<file path="config.mk">
export PLATFORM = sky130hd
export DESIGN_NAME = swec_queue
export DESIGN_NICKNAME = d
export VERILOG_FILES = /design/src/hdl/swec_pkg.sv /design/src/hdl/swec_queue.sv
export SDC_FILE = /design/constraint.sdc
export NUM_CORES = 1
export LEC_CHECK = 0
export BUFFER_PORTS_ARGS = -buffer_cell sky130_fd_sc_hd__buf_2
export CORE_UTILIZATION = 25
export CTS_BUF_LIST = sky130_fd_sc_hd__clkbuf_4
export CTS_CLUSTER_DIAMETER = 120
export DETAILED_ROUTE_END_ITERATION = 8
export SETUP_SLACK_MARGIN = 0.05
export SLEW_MARGIN = 40
export SYNTH_ARGS = -nofsm -noshare
export SYNTH_HDL_FRONTEND = slang
export SYNTH_SLANG_ARGS = --single-unit
</file>
<file path="constraint.sdc">
create_clock -name clk -period 3.19 [get_ports clk]
set_clock_uncertainty 0.2 [all_clocks]
set_input_delay 0.1595 -clock clk [delete_from_list [all_inputs] [get_ports clk]]
set_output_delay 0.1595 -clock clk [all_outputs]
set_load 0.02 [all_outputs]
</file>
<file path="src/hdl/swec_pkg.sv">
`timescale 1ns / 1ps
// ----------------------------------------------------------------------------
// Sliding window event counter package
// Shared constants and the back-end sequencer state type.
// ----------------------------------------------------------------------------
package swec_pkg;

  localparam int WIN_BITS = 32;
  localparam logic [WIN_BITS-1:0] WINDOW_RESET = 32'd3000;
  localparam int QUEUE_DEPTH = 2;

  typedef enum logic [0:0] {
    ST_LOAD,
    ST_CHECK
  } swec_state_t;

endpackage

</file>
<file path="src/hdl/swec_queue.sv">
`timescale 1ns / 1ps
// ----------------------------------------------------------------------------
// Sliding window event counter queue
// A short FIFO that decouples the front end from the back end.
// ----------------------------------------------------------------------------
module swec_queue
  import swec_pkg::*;
#(
  parameter int WIDTH = 65
) (
  input  logic             clk,
  input  logic             rst,
  input  logic             push_valid,
  output logic             push_ready,
  input  logic [WIDTH-1:0] push_data,
  output logic             pop_valid,
  input  logic             pop_ready,
  output logic [WIDTH-1:0] pop_data
);

  localparam int PTR_W = $clog2(QUEUE_DEPTH);
  localparam int CNT_W = $clog2(QUEUE_DEPTH + 1);
  localparam logic [PTR_W-1:0] PTR_LAST = PTR_W'(QUEUE_DEPTH - 1);
  localparam logic [CNT_W-1:0] CNT_FULL = CNT_W'(QUEUE_DEPTH);

  logic [WIDTH-1:0] entries [QUEUE_DEPTH];
  logic [PTR_W-1:0] wr_ptr;
  logic [PTR_W-1:0] rd_ptr;
  logic [CNT_W-1:0] count;
  logic             push;
  logic             pop;

  assign push_ready = (count != CNT_FULL);
  assign pop_valid  = (count != '0);
  assign pop_data   = entries[rd_ptr];
  assign push       = push_valid && push_ready;
  assign pop        = pop_valid && pop_ready;

  always_ff @(posedge clk) begin
    if (rst) begin
      wr_ptr <= '0;
      rd_ptr <= '0;
      count  <= '0;
    end else begin
      if (push) begin
        wr_ptr <= (wr_ptr == PTR_LAST) ? '0 : wr_ptr + 1'b1;
      end
      if (pop) begin
        rd_ptr <= (rd_ptr == PTR_LAST) ? '0 : rd_ptr + 1'b1;
      end
      if (push && !pop) begin
        count <= count + 1'b1;
      end else if (pop && !push) begin
        count <= count - 1'b1;
      end
    end
  end

  always_ff @(posedge clk) begin
    if (push) begin
      entries[wr_ptr] <= push_data;
    end
  end

endmodule

</file>
; ---- Word level (Yosys, flattened, before mapping)
; Memories as Yosys holds them, arrays and structs flattened. A register that Yosys moved wholly into a read port is not among the register bits.
; Cells that the tools add are included.
[totals]
reg_bits = 4
latch_bits = 0
mem_bits_rw = 130
mem_bits_ro = 0
in_bits = 69
mem_count = 1
[mem_list]
columns = name, words, word_bits, read_ports, rd_ports_with_merged_regs, wr, line
row1 = entries, 2, 65, 1, 1, 1, swec_queue.sv:26  ; logic [WIDTH-1:0] entries [QUEUE_DEPTH];
[op_classes]
n_addsub = 4
multipliers = 0
div_mod_pow = 0
n_lt_le_gt_ge = 0
eq_ne = 1
n_shift = 0
mux = 8
bitwise_logic = 0
reduce_logical = 8
[ops]
columns = cell, count
row1 = 1-bit two-way mux, 6
row2 = 1-bit logical AND, 4
row3 = 2-bit two-way mux, 2
row4 = 2-bit nonzero test, 2
row5 = 1-bit adder (second input constant), 2
row6 = 2-bit by 1-bit adder with 2-bit output (second input constant), 1
row7 = 1-bit zero test, 2
row8 = 2-bit inequality test (second input constant), 1
row9 = 2-bit by 1-bit subtractor with 2-bit output (second input constant), 1

; ---- Logic depth before layout (Yosys ltp)
[logic_depth]
word_depth = 6
depth_mapped = 6

; ---- Least setup slack after synthesis
; Ideal clock, no wire load.
[synth_timing]
kind = reg2reg
start = register count[0]
end = memory entries[1][0], enable pin
setup_ps = 430
t_arrival_ps = 2303
required_time_ps = 2560
slack_ps = 256
stages_incl_launch_ff = 3
n_path_buf = 0
synth_period_minus_slack_ps = 2934
cell_sequence = dfxtp_1 -> nand2b_1 -> and3_1
[synth_between]
elab_chain_len = 4
[synth_lines]
columns = element, line
row1 = from (decl), swec_queue.sv:29  ; logic [CNT_W-1:0] count;
row2 = from (signal assigned), swec_queue.sv:52  ; count <= count + 1'b1;
row3 = from (signal assigned), swec_queue.sv:54  ; count <= count - 1'b1;
row4 = 2-bit inequality test, swec_queue.sv:33  ; assign push_ready = (count != CNT_FULL);
row5 = named net push_ready, swec_queue.sv:14  ; output logic push_ready,
row6 = 1-bit logical AND, swec_queue.sv:36  ; assign push = push_valid && push_ready;
row7 = 1-bit two-way mux, swec_queue.sv:60  ; if (push) begin
row8 = 1-bit two-way mux (not written as such), swec_queue.sv:61  ; entries[wr_ptr] <= push_data;
row9 = to (decl), swec_queue.sv:26
; The timed path passes the listed nets, and every way through them passes these cells.

==> results.py <==
metrics = {
    "outcome": {
        "status": "finished clean",
    },
    "yosys": {
        "synthesis.area_um2": 4930,
        "synth-edff-count": 130,
        "yosys.cell_count.top_type": "edfxtp_1",
        "ys_ff_latch": 135,
        "synth_top_area_cell": "edfxtp_1",
        "syn_inst": 226,
        "synth_top_area_share": 0.792,
        "ys_seq_area_frac": 0.813,
        "yosys_warnings": 0,
        "avgSynthCellArea_um2": 21.8,
        "ys_types": 19,
        "synth_commonest_cells": "edfxtp_1, mux2_2, buf_6, dfxtp_1",
        "syn-num-nets": 296,
        "synthTopCellsByArea": "edfxtp_1, mux2_2, dfxtp_1",
        "async_flop_share": 0,
        "synth_flop_cell": "edfxtp_1",
    },
    "clocking": {
        "cts_buffer_depth": 2,
        "clockRootBuffer": "clkbuf_4",
        "cts-htree-levels": 4,
        "clkTransAtPathRegs_ns": 0.12,
        "hold_buffers": 69,
        "cts_resized": 0,
        "cts.sinks": 135,
        "worstSkewPairLatency_ns": 0.51,
        "cts-buffers-inserted": 17,
        "cts_tree": "done",
        "postCtsSetupBuffers": 0,
    },
    "pwr": {
        "power_leakage_nw": 2.58,
        "clock_power_share": 0.269,
        "seqPwrFrac": 0.451,
        "power.total_w": 0.00511,
        "pwr-share-comb": 0.280,
        "p_sw_frac": 0.297,
        "netSwitchingPower_w": 0.00152,
        "powerDensity_nw_per_um2": 733,
        "internal-power_w": 0.00359,
        "peakVddDrop_uv": 440,
    },
    "global_route": {
        "grt_antenna_before_repair": 0,
        "grt_pass1_wl_um": 15300,
        "grt.overflow.total": 0,
        "grt_pass1_vias": 3123,
        "grt_max_degree": 46,
        "grt_use_total": 0.102,
    },
    "sta": {
        "slew_headroom": 0.620,
        "setup_tns_ns": 0,
        "finalSetupViolations": 0,
        "worst_pin_slew_ns": 0.571,
        "final_max_slew_viol_count": 0,
        "max_freq_mhz": 405,
        "min_period_over_period": 0.774,
        "rsz0062_at_grt": "false",
        "final.min_clock_period_ns": 2.47,
        "hold_violations": 0,
    },
    "floorplan": {
        "die_area_um2": 20300,
        "die_y_um": 142,
        "rows": 50,
        "core_region_area_um2": 19000,
        "io_pins": 136,
        "initial_core_util": 0.259,
        "fp.dieW_um": 142,
    },
    "worst_setup_path": {
        "path_class": "reg -> out",
        "critPathCaptureType": "output port",
        "crit_fanout": 45,
        "start_kind": "register",
        "arrival_ns": 2.11,
        "crit_required_ns": 2.83,
    },
    "drt": {
        "wl_met2_um": 5010,
        "vias": 2848,
        "drt_iter0_markers": 91,
        "ant_nets": 0,
        "wl_per_cell_um": 13.9,
        "top_layer": "met4",
        "drc": 0,
        "vias_per_cell": 3.97,
        "wl_met1_um": 4230,
        "dr.pass1.iters": 6,
        "wl_met3_um": 676,
        "wirelength_um": 10000,
    },
    "run": {
        "drv_cap": 0,
    },
    "place": {
        "hpwl_um": 6100,
        "port_buffers": 135,
        "place_congestion": 0.711,
    },
    "hold_path": {
        "hold_class": "in -> reg",
    },
    "finish": {
        "antenna_cells": 0,
        "areaGrowthSynthToFinish_pct": 41.5,
        "nets": 515,
        "drive_gt1_frac": 0.515,
    },
}
## placed cells by master, fill, tap and decap left out, types with 2 or more instances in the layout
| cell | count |
|---|---|
| clkinvlp_4 | 2 |
| clkinv_1 | 4 |
| dfxtp_1 | 4 |
| edfxtp_1 | 130 |
| buf_12 | 3 |
| nor2_1 | 3 |
| o21ai_0 | 2 |
| bufinv_16 | 6 |
| clkinv_4 | 2 |
| clkbuf_4 | 17 |
| dlygate4sd3_1 | 69 |
| xor2_1 | 3 |
| mux2_2 | 65 |
| buf_2 | 135 |
| a21oi_1 | 2 |
## sequential cells by signal, summed over array words and instances, names as in the netlist, named ones only
signal	cells
rd_ptr	1
count	2
wr_ptr	1
entries	130
## power by group through the flow
stage	logic (W)	registers (W)	clock network (W)
after floorplan	0.000983	0.00230	0
after global placement	0.00136	0.00234	0
after CTS	0.00146	0.00231	0.00143
final	0.00143	0.00231	0.00137
after global routing	0.00153	0.00234	0.00149
after detailed placement	0.00137	0.00236	0
## worst paths after layout
kind,from,endpoint,slack (ns),depth (start not counted)
max reg2reg,count[0],count[1],0.72,6
min,push_data[58],entries[1][58],0.17,2
max,register,pop_data[15],0.72,3
min reg2reg,rd_ptr,rd_ptr,0.34,2
## metrics by stage
stage	utilization	setup slack [ns]	cell area, um^2	instances	hold slack, ns
global route	0.367	0.524	6970	718	0.0998
floorplan	-	0.256	4930	226	0.0286
detailed placement	0.311	1.03	5920	617	0.151
CTS	0.367	0.573	6970	718	0.0781
global placement	0.311	1.11	5920	617	0.149
finish	0.367	0.721	6970	718	0.167
## layer usage
metal  track usage  up-vias
met5             0        -
met4        0.0424        0
met2         0.177      103
met3        0.0414       10
met1         0.110     1401
li1              -     1334
## worst max-delay path, cell delays in order (launching register included)
cell and delay [ns]:
dfxtp_2 0.69, buf_12 0.34, mux2_2 0.39, buf_2 0.16
## cells by family after synthesis
group / share of synthesized area
buf+inv: 0.0147
flops: 0.813
compound gates: 0.00609
xor+xnor: 0.00533
fa+ha+maj: 0.00254
simple gates: 0.0102
mux: 0.149
## area by class of cell
cell class / count / area [um^2]
fill: 1818 / 12000
tap: 260 / 325
clock inverter: 15 / 233
clock buffer: 17 / 128
inverter: 1 / 3.75
timing repair buffer: 207 / 1430
multi-input combinational: 83 / 852
sequential: 135 / 4010
Power figures use the tool's default switching activity.
