<file path="config.mk">
export PLATFORM = sky130hd
export DESIGN_NAME = swec_front
export DESIGN_NICKNAME = d
export VERILOG_FILES = /design/src/hdl/swec_pkg.sv /design/src/hdl/swec_front.sv
export SDC_FILE = /design/constraint.sdc
export NUM_CORES = 1
export LEC_CHECK = 0
export ABC_CLOCK_PERIOD_IN_PS = 4800
export BUFFER_PORTS_ARGS = -buffer_cell sky130_fd_sc_hd__buf_4
export CORE_ASPECT_RATIO = 1.2
export CORE_MARGIN = 5
export CORE_UTILIZATION = 40
export CTS_CLUSTER_SIZE = 28
export DETAILED_ROUTE_END_ITERATION = 8
export MAX_ROUTING_LAYER = met4
export PLACE_DENSITY = 0.7
export SYNTH_ARGS = -nofsm -noshare
export SYNTH_HDL_FRONTEND = slang
export SYNTH_SLANG_ARGS = --single-unit
</file>
<file path="constraint.sdc">
create_clock -name clk -period 4.8 [get_ports clk]
set_input_delay 1.44 -clock clk [delete_from_list [all_inputs] [get_ports clk]]
set_output_delay 1.44 -clock clk [all_outputs]
set_load 0.01 [all_outputs]
</file>
<file path="src/hdl/swec_pkg.sv">
`timescale 1ns / 1ps
// ----------------------------------------------------------------------------
// Sliding window event counter package
// Shared constants and the back-end sequencer state type.
// ----------------------------------------------------------------------------
package swec_pkg;

  localparam int WIN_BITS = 32;
  localparam logic [WIN_BITS-1:0] WINDOW_RESET = 32'd3000;
  localparam int QUEUE_DEPTH = 2;

  typedef enum logic [0:0] {
    ST_LOAD,
    ST_CHECK
  } swec_state_t;

endpackage

</file>
<file path="src/hdl/swec_front.sv">
`timescale 1ns / 1ps
// ----------------------------------------------------------------------------
// Sliding window event counter front end
// Holds the window length and classifies each incoming stamp: whether any
// stored stamp can be stale, and the lower limit of the window.
// ----------------------------------------------------------------------------
module swec_front
  import swec_pkg::*;
#(
  parameter int STAMP_BITS = 32
) (
  input  logic                    clk,
  input  logic                    rst,
  input  logic                    cfg_wr_en,
  input  logic [WIN_BITS-1:0]     cfg_wr_data,
  input  logic [31:0]             event_time,
  output logic                    trim_en,
  output logic [STAMP_BITS-1:0]   limit,
  output logic [STAMP_BITS-1:0]   now
);

  localparam int CMP_W = (STAMP_BITS > WIN_BITS) ? STAMP_BITS : WIN_BITS;

  logic [WIN_BITS-1:0] window_length;
  logic [CMP_W-1:0]    now_ext;
  logic [CMP_W-1:0]    win_ext;
  logic [CMP_W-1:0]    diff;

  always_ff @(posedge clk) begin
    if (rst) begin
      window_length <= WINDOW_RESET;
    end else if (cfg_wr_en) begin
      window_length <= cfg_wr_data;
    end
  end

  always_comb begin
    now     = STAMP_BITS'(event_time);
    now_ext = CMP_W'(now);
    win_ext = CMP_W'(window_length);
    trim_en = (now_ext >= win_ext);
    diff    = now_ext - win_ext;
    limit   = diff[STAMP_BITS-1:0];
  end

endmodule

</file>
Yosys cells after proc, flatten, opt, wreduce, memory -nomap -nowiden. Index checks and enable logic that the tools add are counted.

Input bits: 67. Word-level logic and storage cells: 3. Output and inout bits: 65. Bits in registers: 32.

Add/subtract/negate cells: 1. Order comparisons: 1.

Operators with widths (number): $ge A32 B32 Y1 (1); $sub A32 B32 Y32 (1).

Depth between registers and ports, before layout. Gate-level depths: netlist (run 1).

Depth after elaboration: 1. Mapped depth: 10. Gate-level depth less buffers: 10.

Worst setup path before layout (run 1). No wires, ideal clock.

Kind: input port to output port. Start: input port event_time[0]. End: output port limit[30]. Required time: 3360 ps. Setup slack: -89 ps. Arrival time: 3449 ps. Cell stages on the path: 10. Cell sequence: inv_1 ha_1 fa_1 and2b_1 o2111ai_2 a21oi_2 o21a_2 a41oi_2 o41ai_2 xor2_1.

Longest elaborated chain between the ends: 1.

RTL lines: start: declaration (line swec_front.sv:16) `input logic [31:0] event_time,`; $sub A32 B32 Y32 (line swec_front.sv:42) `diff = now_ext - win_ext;`; end: declaration (line swec_front.sv:18) `output logic [STAMP_BITS-1:0] limit,`.

Every way passes these cells.

Worst setup path in the final report (run 1). Same ends and word-level chain as after synthesis.

==> impl_metrics.tcl, run 1 <==
set metrics [dict create \
    crit_chain "buf_8, inv_4, ha_4, fa_2, and2b_2, o2111ai_4, a21oi_4, o21a_4, a41oi_4, o41ai_2, xor2_1, buf_4" \
    drt_pass1_iterations 4 \
    wire_per_inst_um 14.8 \
    grt_pass1_wl_mm 16.7 \
    via_per_inst 5.02 \
    clockBufferDepth 2 \
    yosysWarnings 0 \
    worstPathRequired_ns 3.36 \
    remaining_drc_errors 0 \
    criticalPathCategory "primary input to output pin" \
    largest_reg_flops 32 \
    syn_to_final_growth_pct 56.1 \
    initialDrtViolationCount 110 \
    vdd_drop_max_uv 133 \
    syn_area_mm2 0.00338 \
    cts_hold_buffers 0 \
    avgSynthCellArea_um2 7.64 \
    insertion_delay_ns 0.28 \
    total_power_mw 1.28 \
    critPathMaxFanout 3 \
    clock-sinks 32 \
    fin_util_pct 64.3 \
    via_count 3616 \
    place_ws_ns -0.422 \
    met3_usage_pct 3.40 \
    synth_edf_count 0 \
    seq_area_um2 641 \
    die_area_mm2 0.0104 \
    synth_top_cell_by_area "dfxtp_1" \
    io_pins 132 \
    hold_path_depth 2 \
    cp-start-kind "primary input" \
    synth_nets 542 \
    num_antenna_cells 0 \
    ys_seq_area_share_pct 19.0 \
    timing.rr.end "win_ext[1]$_SDFFE_PP0P_" \
    cap_violations 0 \
    reg2reg_setup_slack_ns 4.16 \
    finalCriticalPeriod_ns 5.09 \
    grt_use_met1_pct 23.1 \
    clk_pin_slew_ns 0.08 \
    met2_usage_pct 35.8 \
    max_freq_mhz 197 \
    synth.most_common_cell "nor2_1" \
    reg2reg_from "win_ext[1]$_SDFFE_PP0P_" \
    wl_mm 10.7 \
    rsz0062_at_grt "yes" \
    ant_nets 0 \
    endpoint_kind "output pin" \
    grt.busiest_layer "met2" \
    grt_max_degree 40 \
    cts_made_buffers 5 \
    skew_ns 0 \
    rr_worst_depth 2 \
    slew_viol_final 0 \
    slowest_delay_ns 0.35 \
    fillers 724 \
    slew_headroom_pct 61.6 \
    p_per_area_mw_per_mm2 243 \
    worst-path-buf-inv 3 \
    antenna_found_initial 0 \
    setup_viol 16 \
    crit_slowest_cell "o41ai_2" \
    min-delay-start "win_ext[5]$_SDFFE_PP1P_" \
    tritoncts "yes" \
    cp_top_family "compound AO/OA/AOI/OAI gates" \
    port_buffers 131 \
    dieWidth_um 93.9 \
    core_mm2 0.00820 \
    whs_endpoint "win_ext[5]$_SDFFE_PP1P_" \
    die_h_um 111 \
    status "finished with violations" \
    row_count 36 \
    ys.flop_type "dfxtp_1" \
    routabilityCongestion 0.878 \
    synth_top_area_share_pct 19.0 \
    final-hold-violation-count 0 \
    violations "setup timing" \
    hold_path.class "register to register" \
    p_leak_nw 2.49 \
    clockRootBuffer "clkbuf_8" \
    worstPathArrival_ns 3.65 \
    dp_hpwl_mm 8.29 \
    drive_gt1_share_pct 46.1 \
    syn_inst 442 \
    fin_crit_sh_pct 106 \
    tightest_slew_ns 0.576 \
    layout.nets 706 \
    multi_input_area_mm2 0.00259 \
    htree_levels 2 \
    synth_top_cells_by_count "nor2_1, inv_1, buf_4" \
    timing.hold.ws_ns 0.489 \
    initial_core_util_pct 41.2 \
    grt_overflow 0 \
    track_usage_pct 19.9 \
    fin_tns_setup_ns -2.34 \
    synth.area.top_cells "dfxtp_1, ha_1, mux2i_1" \
    ys_ff_latch 32 \
    async_reset_ff_share_pct 0 \
    grt_pass1_vias 3616 \
    yosys.cell_types.count 57 \
    setup_slack_ns -0.288 \
]
how the worst max path moves through the flow:
stage	depth (start not counted)	startpoint	to
floorplan	10	event_time[0]	limit[30]
global placement	12	event_time[0]	limit[30]
finish	12	event_time[0]	limit[30]
CTS	12	event_time[0]	trim_en
global route	12	event_time[0]	limit[30]
detailed placement	12	event_time[0]	trim_en
kinds of logic after synthesis:
logic type      Yosys count  share of synthesized area (%)
fa+ha+maj                33                           12.5
flops                    32                           19.0
buf+inv                  96                           14.5
mux                      25                           7.41
compound gates          106                           21.9
simple gates            122                           17.5
xor+xnor                 28                           7.26
per-stage QoR:
stage,area (µm²),std cells
2_1_floorplan,3380,442
3_3_place_gp,4690,702
3_5_place_dp,4690,702
4_1_cts,5030,715
5_1_grt,5270,721
6_report,5270,721
routing by layer:
layer  wire length [µm]  share of wire, %
met2               5700                53
met4                125               1.2
met3                512               4.8
met5                  0                 0
met1               4340                41
layout make-up:
class                   instances  share of cell area [%]
clock inverters                 2                   0.665
well taps                     114                    2.71
clock buffers                   6                    1.38
multi-input cells             314                    49.2
repair buffers                212                    30.9
flip-flops and latches         32                    12.2
inverters                      41                    2.97
report_power, final:
group,switching [mW],internal [mW]
sequential,0.00756,0.282
clock,0.114,0.154
combinational,0.339,0.382
total,0.460,0.818
layout by cell type, fill, tap and decap left out, types with 3 or more instances in the layout:
cell type,count
a21o_1,9
a21oi_1,25
a21oi_2,8
buf_4,203
buf_6,8
clkbuf_8,5
dfxtp_1,32
ha_1,19
ha_2,4
ha_4,9
inv_1,40
mux2i_1,25
nand2_1,29
nand3_1,9
nand4_1,9
nor2_1,45
nor2b_1,5
o211ai_1,8
o21a_1,4
o21ai_0,13
o21ai_1,4
o21bai_1,3
xnor2_1,15
xnor2_2,4
xor2_1,8
worst register-to-register path, stage by stage, from the launching register on:
cell     delay, ns
dfxtp_1       0.34
mux2i_1       0.14
nor2_1        0.05
what timing repair did:
item / CTS / global route
cloned: 0 / 0
setup buffers: 5 / 6
gates resized for setup: 39 / 33
pin swaps: 15 / 11
endpoints found under the setup margin: 20 / 19
No activity file was read; power rests on OpenSTA's default activity.
==> inputs of run 2 (changes only) <==
--- a/config.mk
+++ b/config.mk
@@ -13,7 +13,7 @@
 export CTS_CLUSTER_SIZE = 28
 export DETAILED_ROUTE_END_ITERATION = 8
 export MAX_ROUTING_LAYER = met4
-export PLACE_DENSITY = 0.7
+export PLACE_DENSITY_LB_ADDON = 0.3
 export SYNTH_ARGS = -nofsm -noshare
 export SYNTH_HDL_FRONTEND = slang
 export SYNTH_SLANG_ARGS = --single-unit
==> run 2 against run 1 <==
Compared with the run above: the flow still finishes with violations (setup timing); first-iteration DRC count is 5.5% lower; non-clock buffer count is 5 higher; flip-flop and latch count stayed put; clock power is 16% lower; sequential power hardly changed; combinational power is 2.9% lower; clock-buffer cell count is 1 lower; fmax is 1.3% lower; largest power group unchanged.
==> impl_metrics.tcl, run 2 (same netlist as run 1, synthesis figures left out) <==
set metrics [dict create \
    max_freq_mhz 194 \
    grt_pass1_wl_mm 17.1 \
    insertion_delay_ns 0.29 \
    dp_hpwl_mm 8.35 \
    grt_max_degree 40 \
    fin_crit_sh_pct 107 \
    remaining_drc_errors 0 \
    final_cell_mix "buf_4, nor2_1, inv_1, dfxtp_1, ha_1" \
    p_per_area_mw_per_mm2 236 \
    port_buffers 131 \
    endpoint_kind "output pin" \
    hold_path.class "register to register" \
    dieWidth_um 93.9 \
    layout.nets 711 \
    setup_viol 15 \
    criticalPathCategory "primary input to output pin" \
    slew_viol_final 0 \
    via_count 3616 \
    largest_reg_flops 32 \
    cp-start-kind "primary input" \
    num_antenna_cells 0 \
    skew_ns 0 \
    io_pins 132 \
    drive_gt1_share_pct 43.1 \
    worstPathRequired_ns 3.36 \
    initial_core_util_pct 41.2 \
    dp.cells 705 \
    row_count 36 \
    antenna_found_initial 0 \
    tritoncts "yes" \
    clockBufferDepth 2 \
    place_ws_ns -0.433 \
    rsz0062_at_grt "yes" \
    stdcell_count 726 \
    cts_made_buffers 5 \
    layout_commonest_cell "buf_4" \
    rr_worst_depth 2 \
    die_area_mm2 0.0104 \
    vdd_drop_max_uv 123 \
    final-hold-violation-count 0 \
    wl_mm 10.4 \
    wire_per_inst_um 14.3 \
    critPathMaxFanout 3 \
    violations "setup timing" \
    hold_path_depth 2 \
    die_h_um 111 \
    fin_area_mm2 0.00514 \
    clockRootBuffer "clkbuf_8" \
    core_mm2 0.00820 \
    initialDrtViolationCount 104 \
    grt_overflow 0 \
    track_usage_pct 20.4 \
    htree_levels 2 \
    p_leak_nw 2.49 \
    ant_nets 0 \
    drt_pass1_iterations 4 \
    tightest_slew_ns 0.568 \
    clock-sinks 32 \
    syn_to_final_growth_pct 52.4 \
    worstPathArrival_ns 3.72 \
    timing.hold.ws_ns 0.494 \
    slew_headroom_pct 62.1 \
    fin_util_pct 62.8 \
    clk_pin_slew_ns 0.07 \
    routabilityCongestion 0.888 \
    cap_violations 0 \
    post_dp_cell_area_mm2 0.00471 \
    setup_slack_ns -0.357 \
    finalCriticalPeriod_ns 5.16 \
    via_per_inst 4.98 \
    status "finished with violations" \
    grt_pass1_vias 3783 \
]
==> run 2: path summary, 6_finish.rpt <==
kind | end | startpoint | slack (ns)
setup / recovery | limit[28] | event_time[0] | -0.36
hold / removal | win_ext[9]$_SDFFE_PP1P_ | win_ext[9]$_SDFFE_PP1P_ | 0.49
setup reg to reg | win_ext[1]$_SDFFE_PP0P_ | win_ext[1]$_SDFFE_PP0P_ | 4.17
hold reg to reg | win_ext[9]$_SDFFE_PP1P_ | win_ext[9]$_SDFFE_PP1P_ | 0.49
==> run 2: worst max-delay path, stage by stage <==
cell       delay (ns)
buf_8            0.08
inv_4            0.03
ha_4             0.15
fa_2             0.33
and2b_1          0.24
o2111ai_2        0.14
a21oi_2          0.21
buf_4            0.16
o41ai_4          0.08
buf_4            0.16
o21ba_4          0.19
o21bai_1         0.17
xor2_1           0.19
buf_4            0.15
==> run 2: area by class of cell <==
cell class                 instances  area (µm²)
multi-input combinational        314        2450
sequential                        32         641
timing repair buffer             217        1660
inverter                          41         156
clock buffer                       5        68.8
tap                              114         143
fill                             755        3050
clock inverter                     3        23.8
==> run 2: layer usage <==
metal  part of all wire, %  track usage [%]
met1                    42             23.8
met2                    50             35.5
met3                   6.1             3.61
met4                   1.8             5.49
met5                     0                -
==> run 2: power by group <==
group	total, mW	switching [mW]	internal, mW
logic	0.699	0.327	0.372
registers	0.289	0.00765	0.282
clock network	0.226	0.123	0.103
==> run 2: stage by stage <==
stage / power [mW] / setup TNS, ns
floorplan: 0.638 / -0.0758
global placement: 0.930 / -3.18
detailed placement: 0.936 / -3.82
CTS: 1.21 / -3.62
global route: 1.30 / -5.11
finish: 1.21 / -3.02
==> run 2: what timing repair did <==
action,in CTS,in global routing
setup buffers,10,4
setup endpoints to repair,19,21
hold endpoints to repair,0,0
resized for setup,32,19
pin swaps,18,20
hold buffers,0,0
==> inputs of run 3 (changes only) <==
--- a/config.mk
+++ b/config.mk
@@ -10,10 +10,13 @@
 export CORE_ASPECT_RATIO = 1.2
 export CORE_MARGIN = 5
 export CORE_UTILIZATION = 40
+export CTS_CLUSTER_DIAMETER = 150
 export CTS_CLUSTER_SIZE = 28
 export DETAILED_ROUTE_END_ITERATION = 8
 export MAX_ROUTING_LAYER = met4
 export PLACE_DENSITY_LB_ADDON = 0.3
+export RECOVER_POWER = 25
+export REMOVE_ABC_BUFFERS = 1
 export SYNTH_ARGS = -nofsm -noshare
 export SYNTH_HDL_FRONTEND = slang
 export SYNTH_SLANG_ARGS = --single-unit
==> run 3 against run 2 <==
Compared with the run above: the run ends with capacitance limit, slew limit, setup timing left; utilization grew 1.3 points; wire length rose by 6.9%; clock power hardly changed; critical endpoint is now trim_en.
==> impl_metrics.tcl, run 3 (same netlist as run 1, synthesis figures left out) <==
set metrics [dict create \
    status "finished with violations" \
    violations "capacitance limit, slew limit, setup timing" \
    cts_made_buffers 5 \
    cts_hold_buffers 0 \
    num_antenna_cells 0 \
    reg2reg_setup_slack_ns 4.07 \
    grt_overflow 0 \
    finalCriticalPeriod_ns 5.07 \
    port_buffers 131 \
    fin_area_mm2 0.00525 \
    wire_per_inst_um 15.6 \
    fillers 730 \
    routabilityCongestion 0.899 \
    criticalPathCategory "primary input to output pin" \
    worstPathRequired_ns 3.36 \
    rsz0062_at_grt "yes" \
    clockRootBuffer "clkbuf_8" \
    row_count 36 \
    setup_viol 11 \
    drive_gt1_share_pct 45.9 \
    grt_max_degree 40 \
    fin_util_pct 64.0 \
    p_leak_nw 2.45 \
    grt_pass1_vias 3677 \
    cap_violations 1 \
    setup_slack_ns -0.270 \
    fin_crit_sh_pct 106 \
    final-hold-violation-count 0 \
    largest_reg_flops 32 \
    drt_pass1_iterations 4 \
    layout_commonest_cell "buf_4" \
    insertion_delay_ns 0.29 \
    io_pins 132 \
    dieWidth_um 93.9 \
    hold_path_depth 2 \
    tightest_slew_ns 2.41 \
    skew_ns 0 \
    min-delay-start "win_ext[11]$_SDFFE_PP1P_" \
    multi_input_area_mm2 0.00266 \
    clock-sinks 32 \
    clockBufferDepth 2 \
    critPathMaxFanout 3 \
    remaining_drc_errors 0 \
    track_usage_pct 21.1 \
    via_count 3608 \
    htree_levels 2 \
    vdd_drop_max_uv 145 \
    slew_viol_final 40 \
    initial_core_util_pct 41.2 \
    core_mm2 0.00820 \
    endpoint_kind "output pin" \
    slew_headroom_pct -60.4 \
    die_area_mm2 0.0104 \
    ant_nets 0 \
    tritoncts "yes" \
    antenna_found_initial 0 \
    initialDrtViolationCount 94 \
    grt_pass1_wl_mm 17.2 \
    seq_area_um2 641 \
    worstPathArrival_ns 3.63 \
    dp_hpwl_mm 8.95 \
    wl_mm 11.1 \
    syn_to_final_growth_pct 55.5 \
    fin_tns_setup_ns -1.82 \
    whs_endpoint "win_ext[11]$_SDFFE_PP1P_" \
    cp-start-kind "primary input" \
    post_dp_cell_area_mm2 0.00465 \
    via_per_inst 5.06 \
    hold_path.class "register to register" \
    die_h_um 111 \
    dp.cells 697 \
    p_per_area_mw_per_mm2 237 \
    timing.rr.end "win_ext[8]$_SDFFE_PP1P_" \
    clk_pin_slew_ns 0.07 \
    layout.nets 698 \
    reg2reg_from "win_ext[8]$_SDFFE_PP1P_" \
    stdcell_count 713 \
    max_freq_mhz 197 \
    final_cell_mix "buf_4, nor2_1, inv_1, dfxtp_1, nand2_1" \
    rr_worst_depth 2 \
]
==> run 3: changes by cell type in the layout (fill, tap and decap cells not counted), sizes merged <==
| cell | previous run | this run |
|---|---|---|
| buf | 217 | 203 |
| clkbuf | 5 | 6 |
==> run 3: metal layers <==
metal / GRT usage [%] / part of all wire [%] / up-vias / wire (µm)
met5: - / 0 / - / 0
met4: 4.82 / 1.6 / 0 / 177
met3: 3.47 / 4.9 / 13 / 550
met2: 38.2 / 52 / 117 / 5830
met1: 24.0 / 41 / 1667 / 4570
li1: - / - / 1811 / -
==> run 3: layout make-up <==
class	count	share of cell area, %
Clock buffer	5	1.31
Clock inverter	3	0.453
Inverter	41	2.98
Multi-Input combinational cell	314	50.7
Sequential cell	32	12.2
Tap cell	114	2.72
Timing Repair Buffer	204	29.7
==> run 3: worst max-delay path by stage <==
| stage | startpoint | cells after the start | to |
|---|---|---|---|
| finish | event_time[0] | 12 | trim_en |
| global route | event_time[0] | 12 | trim_en |
| detailed placement | event_time[0] | 12 | limit[30] |
| CTS | event_time[0] | 12 | trim_en |
| floorplan | event_time[0] | 10 | limit[30] |
| global placement | event_time[0] | 12 | limit[30] |
==> run 3: timing repair <==
action                     in CTS  in global routing
setup endpoints to repair      17                 20
gates resized for setup        37                 42
buffers inserted                5                  3
hold endpoints to repair        0                  0
pin swaps                      29                 28
==> run 3: critical path, cell delays in order <==
cell       delay, ns
buf_6           0.10
inv_4           0.04
ha_4            0.13
fa_2            0.21
and2b_2         0.24
o2111ai_4       0.22
a21oi_4         0.11
o41ai_4         0.39
a31o_1          0.19
a21oi_1         0.05
or3_1           0.36
buf_6           0.13
==> run 3: per-stage QoR <==
| step | hold slack [ns] | worst slack, ns | power [mW] |
|---|---|---|---|
| after floorplan | 0.459 | -0.0919 | 0.600 |
| after global placement | 0.475 | -0.392 | 0.928 |
| after detailed placement | 0.479 | -0.439 | 0.934 |
| after CTS | 0.492 | -0.337 | 1.20 |
| after global routing | 0.512 | -0.355 | 1.32 |
| final | 0.491 | -0.270 | 1.24 |
==> run 3: where the power goes <==
part	internal, mW	switching, mW	total [mW]
sequential	0.282	0.00750	0.289
clock	0.103	0.123	0.226
combinational	0.382	0.344	0.727
